[src/dwst_pkg.sv]
// ----------------------------------------------------------------------------
// dwst_pkg
// Shared types and constants for the debug watchpoint slot table.
// ----------------------------------------------------------------------------
package dwst_pkg;

  localparam int unsigned MaxSlots  = 16;
  localparam int unsigned SlotIdxW  = 4;
  localparam int unsigned CountW    = 5;
  localparam int unsigned AddrW     = 64;
  localparam int unsigned LenW      = 32;
  localparam int unsigned DirW      = 2;
  localparam int unsigned SelW      = 8;
  localparam int unsigned ExpW      = 5;

  localparam logic [CountW-1:0] SlotCountRst = CountW'(MaxSlots);

  typedef enum logic [1:0] {
    MODE_ADD    = 2'd0,
    MODE_REMOVE = 2'd1,
    MODE_CLEAR  = 2'd2,
    MODE_LOOKUP = 2'd3
  } mode_e;

  typedef enum logic [2:0] {
    ST_OK        = 3'd0,
    ST_INVALID   = 3'd1,
    ST_FULL      = 3'd2,
    ST_EXISTS    = 3'd3,
    ST_NOT_FOUND = 3'd4
  } status_e;

  typedef enum logic [1:0] {
    SLOT_NONE = 2'd0,
    SLOT_SCAN = 2'd1,
    SLOT_FREE = 2'd2
  } slot_sel_e;

  // controller -> datapath
  typedef struct packed {
    logic      load_req;
    logic      clear_all;
    logic      cnt_clr;
    logic      cnt_inc;
    logic      set_res;
    status_e   res_status;
    slot_sel_e res_slot;
    logic      res_hit;
    logic      write_entry;
    logic      free_entry;
    logic      out_load;
  } dwst_cmd_t;

  // datapath -> controller
  typedef struct packed {
    mode_e mode;
    logic  region_ok;
    logic  table_full;
    logic  scan_none;
    logic  match;
    logic  scan_last;
    logic  out_free;
  } dwst_stat_t;

endpackage

[src/dwst_req_if.sv]
// ----------------------------------------------------------------------------
// dwst_req_if
// Request channel: valid/ready handshake with the request payload.
// ----------------------------------------------------------------------------
interface dwst_req_if;
  logic        valid;
  logic        ready;
  logic [1:0]  mode;
  logic [63:0] address;
  logic [31:0] length;
  logic [1:0]  direction;

  modport source (output valid, mode, address, length, direction, input ready);
  modport sink   (input valid, mode, address, length, direction, output ready);
endinterface

[src/dwst_rsp_if.sv]
// ----------------------------------------------------------------------------
// dwst_rsp_if
// Response channel: valid/ready handshake with the result payload.
// ----------------------------------------------------------------------------
interface dwst_rsp_if;
  logic       valid;
  logic       ready;
  logic [2:0] status;
  logic [3:0] slot_index;
  logic [1:0] hit_direction;
  logic [7:0] hit_byte_select;
  logic [4:0] hit_mask_bits;
  logic       hit_enabled;

  modport source (output valid, status, slot_index, hit_direction, hit_byte_select,
                  hit_mask_bits, hit_enabled, input ready);
  modport sink   (input valid, status, slot_index, hit_direction, hit_byte_select,
                  hit_mask_bits, hit_enabled, output ready);
endinterface

[src/debug_watchpoint_slot_table.sv]
// ----------------------------------------------------------------------------
// debug_watchpoint_slot_table
// Watchpoint slot table with add, remove, remove-all and covering lookup.
// ----------------------------------------------------------------------------
// Usage:
//  - req_i carries one request transaction (mode, address, length, direction);
//    rsp_o returns exactly one result transaction per request, in order.
//  - cfg_we_i/cfg_wdata_i write slot_count; write it only while idle.
//  - One request at a time. Remove-all, invalid region, table full or no
//    usable slot are answered from the check alone, without a slot scan;
//    otherwise the scan runs over slots 0 to j, j = the slot that hits, or the
//    last usable slot when nothing hits; j <= min(slot_count, 16) - 1. The
//    scan compares one entry per cycle through the shared exact/cover compare
//    unit. The next request is taken at the first edge at which rsp_o can be
//    taken.
//  - req_i.ready is high only while the sequencer is idle. A finished result
//    sits in the output register, so a new request is accepted while rsp_o
//    is stalled; that request's result then waits until the register drains.
//  - Reset (rst_ni low, asynchronous) frees every slot, restores slot_count
//    to 16 and empties the output register. Entry contents are not cleared;
//    only the used bits gate them.
// ----------------------------------------------------------------------------
module debug_watchpoint_slot_table
  import dwst_pkg::*;
(
  input  logic              clk_i,
  input  logic              rst_ni,
  input  logic              cfg_we_i,
  input  logic [CountW-1:0] cfg_wdata_i,
  dwst_req_if.sink          req_i,
  dwst_rsp_if.source        rsp_o
);

  dwst_cmd_t  cmd;
  dwst_stat_t stat;

  // sequencer: idle -> check -> scan -> hand result to output register
  dwst_ctrl u_ctrl (
    .clk_i       (clk_i),
    .rst_ni      (rst_ni),
    .req_valid_i (req_i.valid),
    .req_ready_o (req_i.ready),
    .stat_i      (stat),
    .cmd_o       (cmd)
  );

  // table, compare unit and result registers
  dwst_datapath u_datapath (
    .clk_i                 (clk_i),
    .rst_ni                (rst_ni),
    .cfg_we_i              (cfg_we_i),
    .cfg_wdata_i           (cfg_wdata_i),
    .req_mode_i            (req_i.mode),
    .req_address_i         (req_i.address),
    .req_length_i          (req_i.length),
    .req_direction_i       (req_i.direction),
    .rsp_valid_o           (rsp_o.valid),
    .rsp_ready_i           (rsp_o.ready),
    .rsp_status_o          (rsp_o.status),
    .rsp_slot_index_o      (rsp_o.slot_index),
    .rsp_hit_direction_o   (rsp_o.hit_direction),
    .rsp_hit_byte_select_o (rsp_o.hit_byte_select),
    .rsp_hit_mask_bits_o   (rsp_o.hit_mask_bits),
    .rsp_hit_enabled_o     (rsp_o.hit_enabled),
    .cmd_i                 (cmd),
    .stat_o                (stat)
  );

endmodule

[src/dwst_ctrl.sv]
// ----------------------------------------------------------------------------
// dwst_ctrl
// Request sequencer: check, slot scan, result hand-off.
// ----------------------------------------------------------------------------
module dwst_ctrl
  import dwst_pkg::*;
(
  input  logic       clk_i,
  input  logic       rst_ni,
  input  logic       req_valid_i,
  output logic       req_ready_o,
  input  dwst_stat_t stat_i,
  output dwst_cmd_t  cmd_o
);

  localparam logic [1:0] S_IDLE = 2'd0;
  localparam logic [1:0] S_EVAL = 2'd1;
  localparam logic [1:0] S_SCAN = 2'd2;
  localparam logic [1:0] S_DONE = 2'd3;

  logic [1:0] state_q, state_d;

  always_ff @(posedge clk_i or negedge rst_ni) begin
    if (!rst_ni) begin
      state_q <= S_IDLE;
    end else begin
      state_q <= state_d;
    end
  end

  assign req_ready_o = (state_q == S_IDLE);

  always_comb begin
    cmd_o   = '0;
    state_d = state_q;
    unique case (state_q)
      S_IDLE: begin
        if (req_valid_i) begin
          cmd_o.load_req = 1'b1;
          state_d        = S_EVAL;
        end
      end
      S_EVAL: begin
        cmd_o.cnt_clr = 1'b1;
        state_d       = S_DONE;
        if (stat_i.mode == MODE_CLEAR) begin
          cmd_o.clear_all  = 1'b1;
          cmd_o.set_res    = 1'b1;
          cmd_o.res_status = ST_OK;
        end else if ((stat_i.mode == MODE_ADD || stat_i.mode == MODE_REMOVE) &&
                     !stat_i.region_ok) begin
          cmd_o.set_res    = 1'b1;
          cmd_o.res_status = ST_INVALID;
        end else if (stat_i.mode == MODE_ADD && stat_i.table_full) begin
          cmd_o.set_res    = 1'b1;
          cmd_o.res_status = ST_FULL;
        end else if (stat_i.scan_none) begin
          // no usable slot: remove and lookup miss
          cmd_o.set_res    = 1'b1;
          cmd_o.res_status = ST_NOT_FOUND;
        end else begin
          state_d = S_SCAN;
        end
      end
      S_SCAN: begin
        if (stat_i.match) begin
          cmd_o.set_res  = 1'b1;
          cmd_o.res_slot = SLOT_SCAN;
          state_d        = S_DONE;
          unique case (stat_i.mode)
            MODE_ADD:    cmd_o.res_status = ST_EXISTS;
            MODE_REMOVE: begin
              cmd_o.res_status = ST_OK;
              cmd_o.free_entry = 1'b1;
            end
            default: begin
              cmd_o.res_status = ST_OK;
              cmd_o.res_hit    = 1'b1;
            end
          endcase
        end else if (stat_i.scan_last) begin
          cmd_o.set_res = 1'b1;
          state_d       = S_DONE;
          if (stat_i.mode == MODE_ADD) begin
            cmd_o.write_entry = 1'b1;
            cmd_o.res_status  = ST_OK;
            cmd_o.res_slot    = SLOT_FREE;
          end else begin
            cmd_o.res_status = ST_NOT_FOUND;
          end
        end else begin
          cmd_o.cnt_inc = 1'b1;
        end
      end
      S_DONE: begin
        if (stat_i.out_free) begin
          cmd_o.out_load = 1'b1;
          state_d        = S_IDLE;
        end
      end
      default: state_d = S_IDLE;
    endcase
  end

endmodule

[src/dwst_datapath.sv]
// ----------------------------------------------------------------------------
// dwst_datapath
// Slot table, request registers, shared slot compare and result registers.
// ----------------------------------------------------------------------------
module dwst_datapath
  import dwst_pkg::*;
(
  input  logic                clk_i,
  input  logic                rst_ni,
  input  logic                cfg_we_i,
  input  logic [CountW-1:0]   cfg_wdata_i,
  input  logic [1:0]          req_mode_i,
  input  logic [AddrW-1:0]    req_address_i,
  input  logic [LenW-1:0]     req_length_i,
  input  logic [DirW-1:0]     req_direction_i,
  output logic                rsp_valid_o,
  input  logic                rsp_ready_i,
  output logic [2:0]          rsp_status_o,
  output logic [SlotIdxW-1:0] rsp_slot_index_o,
  output logic [DirW-1:0]     rsp_hit_direction_o,
  output logic [SelW-1:0]     rsp_hit_byte_select_o,
  output logic [ExpW-1:0]     rsp_hit_mask_bits_o,
  output logic                rsp_hit_enabled_o,
  input  dwst_cmd_t           cmd_i,
  output dwst_stat_t          stat_o
);

  function automatic logic [2:0] low_bit8(input logic [SelW-1:0] v);
    logic [2:0] r;
    r = 3'd0;
    for (int i = SelW - 1; i >= 0; i--) begin
      if (v[i]) r = 3'(i);
    end
    return r;
  endfunction

  function automatic logic [3:0] pop8(input logic [SelW-1:0] v);
    logic [3:0] n;
    n = 4'd0;
    for (int i = 0; i < SelW; i++) n = n + 4'(v[i]);
    return n;
  endfunction

  function automatic logic [ExpW-1:0] log2_pow2(input logic [LenW-1:0] v);
    logic [ExpW-1:0] e;
    e = '0;
    for (int i = 0; i < LenW; i++) begin
      if (v[i]) e = e | ExpW'(i);
    end
    return e;
  endfunction

  // request registers
  logic [1:0]        mode_q;
  logic [AddrW-1:0]  addr_q;
  logic [LenW-1:0]   len_q;
  logic [DirW-1:0]   dir_q;
  logic [CountW-1:0] slot_count_q;

  // slot table
  logic [MaxSlots-1:0] used_q;
  logic [AddrW-1:0]    base_q  [MaxSlots];
  logic [SelW-1:0]     bytes_q [MaxSlots];
  logic [ExpW-1:0]     exp_q   [MaxSlots];
  logic [DirW-1:0]     sdir_q  [MaxSlots];

  logic [SlotIdxW-1:0] cnt_q;

  // pending result
  status_e             res_status_q;
  logic [SlotIdxW-1:0] res_slot_q;
  logic [DirW-1:0]     res_hdir_q;
  logic [SelW-1:0]     res_hbytes_q;
  logic [ExpW-1:0]     res_hexp_q;
  logic                res_hen_q;

  // output register
  logic                out_valid_q;
  logic [2:0]          out_status_q;
  logic [SlotIdxW-1:0] out_slot_q;
  logic [DirW-1:0]     out_hdir_q;
  logic [SelW-1:0]     out_hbytes_q;
  logic [ExpW-1:0]     out_hexp_q;
  logic                out_hen_q;

  logic [CountW-1:0]   n_act;
  logic                free_found;
  logic [SlotIdxW-1:0] free_idx;
  logic                big_len, region_ok;
  logic [ExpW-1:0]     len_exp;
  logic [15:0]         sel_full;
  logic [SelW-1:0]     new_sel;

  logic [AddrW-1:0] e_base;
  logic [SelW-1:0]  e_bytes;
  logic [ExpW-1:0]  e_exp;
  logic [DirW-1:0]  e_dir;
  logic [AddrW-1:0] e_start, keep;
  logic [LenW-1:0]  e_size;
  logic             exact_hit, cover_hit;

  assign n_act = (slot_count_q > CountW'(MaxSlots)) ? CountW'(MaxSlots) : slot_count_q;

  // lowest free slot below the active count
  always_comb begin
    free_found = 1'b0;
    free_idx   = '0;
    for (int i = MaxSlots - 1; i >= 0; i--) begin
      if (CountW'(i) < n_act && !used_q[i]) begin
        free_found = 1'b1;
        free_idx   = SlotIdxW'(i);
      end
    end
  end

  // region check
  assign big_len = len_q > LenW'(8);
  always_comb begin
    if (len_q == '0 || len_q > 32'h8000_0000) begin
      region_ok = 1'b0;
    end else if (big_len) begin
      region_ok = ((len_q & (len_q - LenW'(1))) == '0) && (len_q >= LenW'(16)) &&
                  ((addr_q[LenW-1:0] & (len_q - LenW'(1))) == '0);
    end else begin
      // first and last byte inside one doubleword
      region_ok = ({1'b0, addr_q[2:0]} + len_q[3:0]) <= 4'd8;
    end
  end

  assign len_exp  = log2_pow2(len_q);
  assign sel_full = ((16'd1 << len_q[3:0]) - 16'd1) << addr_q[2:0];
  assign new_sel  = sel_full[SelW-1:0];

  // entry under scan
  assign e_base  = base_q[cnt_q];
  assign e_bytes = bytes_q[cnt_q];
  assign e_exp   = exp_q[cnt_q];
  assign e_dir   = sdir_q[cnt_q];

  always_comb begin
    if (e_exp != '0) begin
      e_start = e_base;
      e_size  = LenW'(1) << e_exp;
      keep    = ~((AddrW'(1) << e_exp) - AddrW'(1));
    end else begin
      e_start = {e_base[AddrW-1:3], low_bit8(e_bytes)};
      e_size  = LenW'(pop8(e_bytes));
      keep    = ~AddrW'(7);
    end
  end

  assign exact_hit = (addr_q == e_start) && (dir_q == e_dir) && (e_size == len_q);
  assign cover_hit = ((addr_q & keep) == e_base) && ((dir_q & e_dir) != '0);

  assign stat_o.mode       = mode_e'(mode_q);
  assign stat_o.region_ok  = region_ok;
  assign stat_o.table_full = !free_found;
  assign stat_o.scan_none  = (n_act == '0);
  assign stat_o.match      = used_q[cnt_q] &&
                             ((mode_e'(mode_q) == MODE_LOOKUP) ? cover_hit : exact_hit);
  assign stat_o.scan_last  = ({1'b0, cnt_q} == n_act - CountW'(1));
  assign stat_o.out_free   = !out_valid_q || rsp_ready_i;

  // control state
  always_ff @(posedge clk_i or negedge rst_ni) begin
    if (!rst_ni) begin
      slot_count_q <= SlotCountRst;
      used_q       <= '0;
      cnt_q        <= '0;
      out_valid_q  <= 1'b0;
    end else begin
      if (cfg_we_i) slot_count_q <= cfg_wdata_i;
      if (cmd_i.clear_all) begin
        used_q <= '0;
      end else if (cmd_i.write_entry) begin
        used_q[free_idx] <= 1'b1;
      end else if (cmd_i.free_entry) begin
        used_q[cnt_q] <= 1'b0;
      end
      if (cmd_i.cnt_clr) begin
        cnt_q <= '0;
      end else if (cmd_i.cnt_inc) begin
        cnt_q <= cnt_q + SlotIdxW'(1);
      end
      if (cmd_i.out_load) begin
        out_valid_q <= 1'b1;
      end else if (rsp_ready_i) begin
        out_valid_q <= 1'b0;
      end
    end
  end

  // payload
  always_ff @(posedge clk_i) begin
    if (cmd_i.load_req) begin
      mode_q <= req_mode_i;
      addr_q <= req_address_i;
      len_q  <= req_length_i;
      dir_q  <= req_direction_i;
    end
    if (cmd_i.write_entry) begin
      sdir_q[free_idx] <= dir_q;
      if (big_len) begin
        base_q[free_idx]  <= addr_q;
        bytes_q[free_idx] <= '1;
        exp_q[free_idx]   <= len_exp;
      end else begin
        base_q[free_idx]  <= {addr_q[AddrW-1:3], 3'b000};
        bytes_q[free_idx] <= new_sel;
        exp_q[free_idx]   <= '0;
      end
    end
    if (cmd_i.set_res) begin
      res_status_q <= cmd_i.res_status;
      case (cmd_i.res_slot)
        SLOT_SCAN: res_slot_q <= cnt_q;
        SLOT_FREE: res_slot_q <= free_idx;
        default:   res_slot_q <= '0;
      endcase
      res_hdir_q   <= cmd_i.res_hit ? e_dir   : '0;
      res_hbytes_q <= cmd_i.res_hit ? e_bytes : '0;
      res_hexp_q   <= cmd_i.res_hit ? e_exp   : '0;
      res_hen_q    <= cmd_i.res_hit;
    end
    if (cmd_i.out_load) begin
      out_status_q <= res_status_q;
      out_slot_q   <= res_slot_q;
      out_hdir_q   <= res_hdir_q;
      out_hbytes_q <= res_hbytes_q;
      out_hexp_q   <= res_hexp_q;
      out_hen_q    <= res_hen_q;
    end
  end

  assign rsp_valid_o           = out_valid_q;
  assign rsp_status_o          = out_status_q;
  assign rsp_slot_index_o      = out_slot_q;
  assign rsp_hit_direction_o   = out_hdir_q;
  assign rsp_hit_byte_select_o = out_hbytes_q;
  assign rsp_hit_mask_bits_o   = out_hexp_q;
  assign rsp_hit_enabled_o     = out_hen_q;

endmodule
[src/flat_wrapper.sv]
// flat-port wrapper written by rule: the top's interface ports become plain ports
module debug_watchpoint_slot_table_flat import dwst_pkg::*;
  (clk_i, rst_ni, cfg_we_i, cfg_wdata_i, req_i_valid, req_i_mode, req_i_address, req_i_length, req_i_direction, req_i_ready, rsp_o_valid, rsp_o_status, rsp_o_slot_index, rsp_o_hit_direction, rsp_o_hit_byte_select, rsp_o_hit_mask_bits, rsp_o_hit_enabled, rsp_o_ready);
  dwst_req_if req_i_i ();
  dwst_rsp_if rsp_o_i ();
  input  logic clk_i;
  input  logic rst_ni;
  input  logic cfg_we_i;
  input  logic [CountW-1:0] cfg_wdata_i;
  input wire logic [$bits(req_i_i.valid)-1:0] req_i_valid;
  input wire logic [$bits(req_i_i.mode)-1:0] req_i_mode;
  input wire logic [$bits(req_i_i.address)-1:0] req_i_address;
  input wire logic [$bits(req_i_i.length)-1:0] req_i_length;
  input wire logic [$bits(req_i_i.direction)-1:0] req_i_direction;
  output wire logic [$bits(req_i_i.ready)-1:0] req_i_ready;
  output wire logic [$bits(rsp_o_i.valid)-1:0] rsp_o_valid;
  output wire logic [$bits(rsp_o_i.status)-1:0] rsp_o_status;
  output wire logic [$bits(rsp_o_i.slot_index)-1:0] rsp_o_slot_index;
  output wire logic [$bits(rsp_o_i.hit_direction)-1:0] rsp_o_hit_direction;
  output wire logic [$bits(rsp_o_i.hit_byte_select)-1:0] rsp_o_hit_byte_select;
  output wire logic [$bits(rsp_o_i.hit_mask_bits)-1:0] rsp_o_hit_mask_bits;
  output wire logic [$bits(rsp_o_i.hit_enabled)-1:0] rsp_o_hit_enabled;
  input wire logic [$bits(rsp_o_i.ready)-1:0] rsp_o_ready;
  assign req_i_i.valid = req_i_valid;
  assign req_i_i.mode = req_i_mode;
  assign req_i_i.address = req_i_address;
  assign req_i_i.length = req_i_length;
  assign req_i_i.direction = req_i_direction;
  assign req_i_ready = req_i_i.ready;
  assign rsp_o_valid = rsp_o_i.valid;
  assign rsp_o_status = rsp_o_i.status;
  assign rsp_o_slot_index = rsp_o_i.slot_index;
  assign rsp_o_hit_direction = rsp_o_i.hit_direction;
  assign rsp_o_hit_byte_select = rsp_o_i.hit_byte_select;
  assign rsp_o_hit_mask_bits = rsp_o_i.hit_mask_bits;
  assign rsp_o_hit_enabled = rsp_o_i.hit_enabled;
  assign rsp_o_i.ready = rsp_o_ready;
  debug_watchpoint_slot_table u_core (.clk_i(clk_i), .rst_ni(rst_ni), .cfg_we_i(cfg_we_i), .cfg_wdata_i(cfg_wdata_i), .req_i(req_i_i), .rsp_o(rsp_o_i));
endmodule
[config.mk]
export PLATFORM = sky130hd
export DESIGN_NAME = debug_watchpoint_slot_table_flat
export DESIGN_NICKNAME = d
export VERILOG_FILES = /design/src/dwst_pkg.sv /design/src/dwst_req_if.sv /design/src/dwst_rsp_if.sv /design/src/debug_watchpoint_slot_table.sv /design/src/dwst_ctrl.sv /design/src/dwst_datapath.sv /design/src/flat_wrapper.sv
export SDC_FILE = /design/constraint.sdc
export NUM_CORES = 2
export LEC_CHECK = 0
export BUFFER_PORTS_ARGS = -buffer_cell sky130_fd_sc_hd__buf_4
export CELL_PAD_IN_SITES_DETAIL_PLACEMENT = 0
export CELL_PAD_IN_SITES_GLOBAL_PLACEMENT = 1
export CORE_ASPECT_RATIO = 0.7
export CORE_MARGIN = 2
export CORE_UTILIZATION = 50
export CTS_BUF_LIST = sky130_fd_sc_hd__clkbuf_4 sky130_fd_sc_hd__clkbuf_8
export DETAILED_ROUTE_END_ITERATION = 10
export PLACE_DENSITY = 0.71
export SKIP_CTS_REPAIR_TIMING = 1
export SLEW_MARGIN = 20
export SYNTH_ARGS = -nofsm -noshare
export SYNTH_HDL_FRONTEND = slang
export SYNTH_SLANG_ARGS = --single-unit
[constraint.sdc]
create_clock -name clk_i -period 34.7 [get_ports clk_i]
set_input_delay 5.205 -clock clk_i [delete_from_list [all_inputs] [get_ports clk_i]]
set_output_delay 5.205 -clock clk_i [all_outputs]
set_load 0.03 [all_outputs]
==> flow_metrics.tcl <==
set metrics [dict create \
    status "finished, final reports clean" \
    drv_cap 0 \
    nets 4225 \
    avgSynthCellArea_sq_um 16.8 \
    tightest_slew_ns 1.21 \
    io_pins 135 \
    tns_ns 0 \
    die_height_um 301 \
    slew_headroom_pct 18.7 \
    worstPathMaxFanout 46 \
    ff2ff_path_depth 22 \
    globalRouteTotalUtil_pct 32.3 \
    cts.sinks 1438 \
    hold_slack_ns 0.409 \
    cp_slowest_cell "a2111oi_0" \
    seq_power_share_pct 43.1 \
    numCtsBuffers 209 \
    worstSetupStartpointType "flop" \
    synth_edf_count 1410 \
    wl_per_cell_um 35.4 \
    antenna_found_initial 16 \
    rr_startpoint "u_core.u_datapath.cnt_q[0]" \
    netlist_instances 3745 \
    cpPeakStageDelay_ns 1.01 \
    path_class "reg2reg" \
    coreArea_sq_um 125000 \
    grt_pass1_vias 36900 \
    rows 108 \
    drt_first_pass_iters 6 \
    drive_gt1_share_pct 22.0 \
    r2r_setup_slack_ns 24.03 \
    cp_num_cells 22 \
    chipWidth_um 428 \
    max_freq_mhz 93.7 \
    syn_to_final_growth_pct 11.3 \
    routabilityCongestion 1.04 \
    clock_skew_ns 0.0511 \
    vdd_drop_max_mv 0.0424 \
    placed_area_sq_um 66000 \
    drcViolationCount 0 \
    ys_ff_latch 1438 \
    clockBufferDepth 3 \
    cts_tree "yes" \
    grt_pass1_wl_mm 291 \
    port_buffers 134 \
    p_leak_uw 0.0233 \
    p_sw_share_pct 34.9 \
    holdCritStartpoint "u_core.u_datapath.res_hbytes_q[0]" \
    cellPowerDensity_nw_per_um2 68.1 \
    synth.distinct_cells 107 \
    drtAntennaViolNets 0 \
    synthArstFlopShare_pct 1.95 \
    syn_area_sq_um 63100 \
    drt_iter0_drc 5577 \
    hp-class "reg2reg" \
    worstPathCellList "buf_4 > nor2_4 > a22oi_1 > nand3_2 > and2_1 > nand3_1 > ha_1 > buf_4 > inv_1 > a2111oi_0 > o211ai_1 > nor2_2 > nor3_1 > xor2_1 > or4bb_1 > nor4_1 > nand4_1 > nand4_1 > buf_4 > nor3_2 > buf_4 > buf_4" \
    finalHoldViolations 0 \
    path_buf_inv 6 \
    reg2reg_to "u_core.u_datapath.bytes_q[15][0]" \
    h-tree-depth 4 \
    finalSetupViolCount 0 \
    grt_setup_unrepaired "false" \
    yosys_warnings 0 \
    cp_common_cell "buf_4" \
    cp_data_arrival_time_ns 11.24 \
    p_sw_uw 1670 \
    drv_slew 0 \
    clock_latency_ns 0.98 \
    cp-endpoint "u_core.u_datapath.bytes_q[15][0]" \
    grt_max_degree 129 \
    finalWirelength_mm 208 \
    seq_area_frac_synth_pct 68.2 \
    synth_top_flop_cell "edfxtp_1" \
    start_util_pct 50.6 \
    grt_overflow_total 0 \
    worstPathRequired_ns 35.27 \
    clk_pin_slew_ns 0.06 \
    avgViaCountPerCell 6.61 \
    clkPwrFrac_pct 28.2 \
    end_kind "flop" \
    combPwrFrac_pct 28.7 \
    stdcell_area_sq_um 70200 \
    dpl.hpwl_mm 139 \
    power_report.internal_total_uw 3110 \
    syn-num-nets 3917 \
    via_count 38900 \
    root_buffer "clkbuf_8" \
    crit_path_start "u_core.u_datapath.cnt_q[0]" \
    min_period_ns 10.67 \
    path_delay_family "simple AND/OR/NAND/NOR gates" \
    dieArea_sq_um 129000 \
    post-route-period-util_pct 30.8 \
]
[state kept, by name (all words and copies together), names as in the netlist, 16 cells and up]
| register | flops |
|---|---|
| u_core.u_datapath.base_q | 1024 |
| u_core.u_datapath.bytes_q | 128 |
| u_core.u_datapath.exp_q | 80 |
| u_core.u_datapath.addr_q | 64 |
| u_core.u_datapath.len_q | 32 |
| u_core.u_datapath.sdir_q | 32 |
| u_core.u_datapath.used_q | 16 |
[cell families (layout without fill, tap and decap cells)]
kind of cell / after synthesis / count (layout) / share of synthesized area, %
other: 0 / 12 / 0
muxes: 536 / 536 / 13.5
adders and majority gates: 62 / 62 / 1.29
DFF: 1438 / 1438 / 68.2
xor gates and xnor gates: 53 / 53 / 0.736
and+or+nand+nor: 776 / 776 / 6.46
AOI/OAI and AO/OA: 608 / 608 / 6.98
buffers and inverters: 272 / 747 / 2.75
[final cells by class]
cell class                      count  area, sq um
Fill cell                        9800        54400
Tap cell                         1650         2060
Antenna cell                       12         30.0
Multi-Input combinational cell   2035        18400
Inverter                           79          300
Clock inverter                     97          652
Sequential cell                  1438        43100
Timing Repair Buffer              290         2210
Clock buffer                      281         3440
[synthesized netlist by cell type, types with 34 or more instances]
cell type | n | area, sq um
mux4_2 | 205 | 4620
nor3_1 | 84 | 420
ha_1 | 57 | 713
nand2_1 | 193 | 724
mux2i_1 | 264 | 2640
edfxtp_1 | 1410 | 42300
buf_2 | 53 | 265
a21oi_1 | 113 | 566
mux4_1 | 34 | 893
xnor2_1 | 42 | 368
nand3_1 | 65 | 325
o21ai_0 | 67 | 335
nor2_1 | 124 | 465
clkbuf_1 | 58 | 218
nand4_1 | 50 | 313
a22oi_1 | 93 | 698
inv_1 | 77 | 289
nor4_1 | 50 | 313
[worst min-delay path by stage]
| stage | to | slack (ns) | cells past startpoint |
|---|---|---|---|
| detailed placement | u_core.u_datapath.rsp_hit_byte_select_o[1] | 0.40 | 0 |
| floorplan | u_core.u_datapath.rsp_hit_byte_select_o[0] | 0.40 | 0 |
| global route | u_core.u_datapath.rsp_status_o[1] | 0.42 | 0 |
| CTS | u_core.u_datapath.rsp_hit_byte_select_o[0] | 0.41 | 0 |
| finish | u_core.u_datapath.rsp_hit_byte_select_o[0] | 0.41 | 0 |
| global placement | u_core.u_datapath.rsp_slot_index_o[3] | 0.41 | 0 |
[metrics by stage]
stage                     worst slack, ns  utilization [%]  power (uW)  cells
after global placement              24.63             53.0        3430   5490
final                               24.03             56.3        4780   5882
after CTS                           24.39             56.3        4760   5868
after floorplan                     23.22                -        2880   3745
after detailed placement            24.46             53.0        3420   5490
after global routing                23.71             56.3        4930   5873
[power by group through the flow]
| stage | Clock, uW | Sequential [uW] | Combinational [uW] |
|---|---|---|---|
| final | 1350 | 2060 | 1370 |
| after global routing | 1450 | 2070 | 1410 |
| after CTS | 1370 | 2060 | 1320 |
| after detailed placement | 0 | 2100 | 1320 |
| after global placement | 0 | 2100 | 1330 |
| after floorplan | 0 | 2080 | 800 |
[routing by layer]
metal / vias to the layer above / wire length, um / global-route usage (%)
met3: 317 / 27100 / 11.4
met2: 2466 / 84000 / 42.9
met5: - / 131 / 0
met1: 20100 / 91100 / 49.6
li1: 16000 / - / -
met4: 12 / 5930 / 9.69
[layout by cell type (no fill, tap or decap), types with 54 or more instances in the layout]
cell type and n:
edfxtp_1 1410, buf_4 287, mux2i_1 264, clkbuf_8 212
mux4_2 205, nand2_1 193, nor2_1 120, a21oi_1 112
a22oi_1 93, inv_1 77, clkbuf_4 70, nor3_1 69
nand3_1 65, o21ai_0 65, ha_1 57, clkinv_1 54
(Power assumes the default switching activity.)
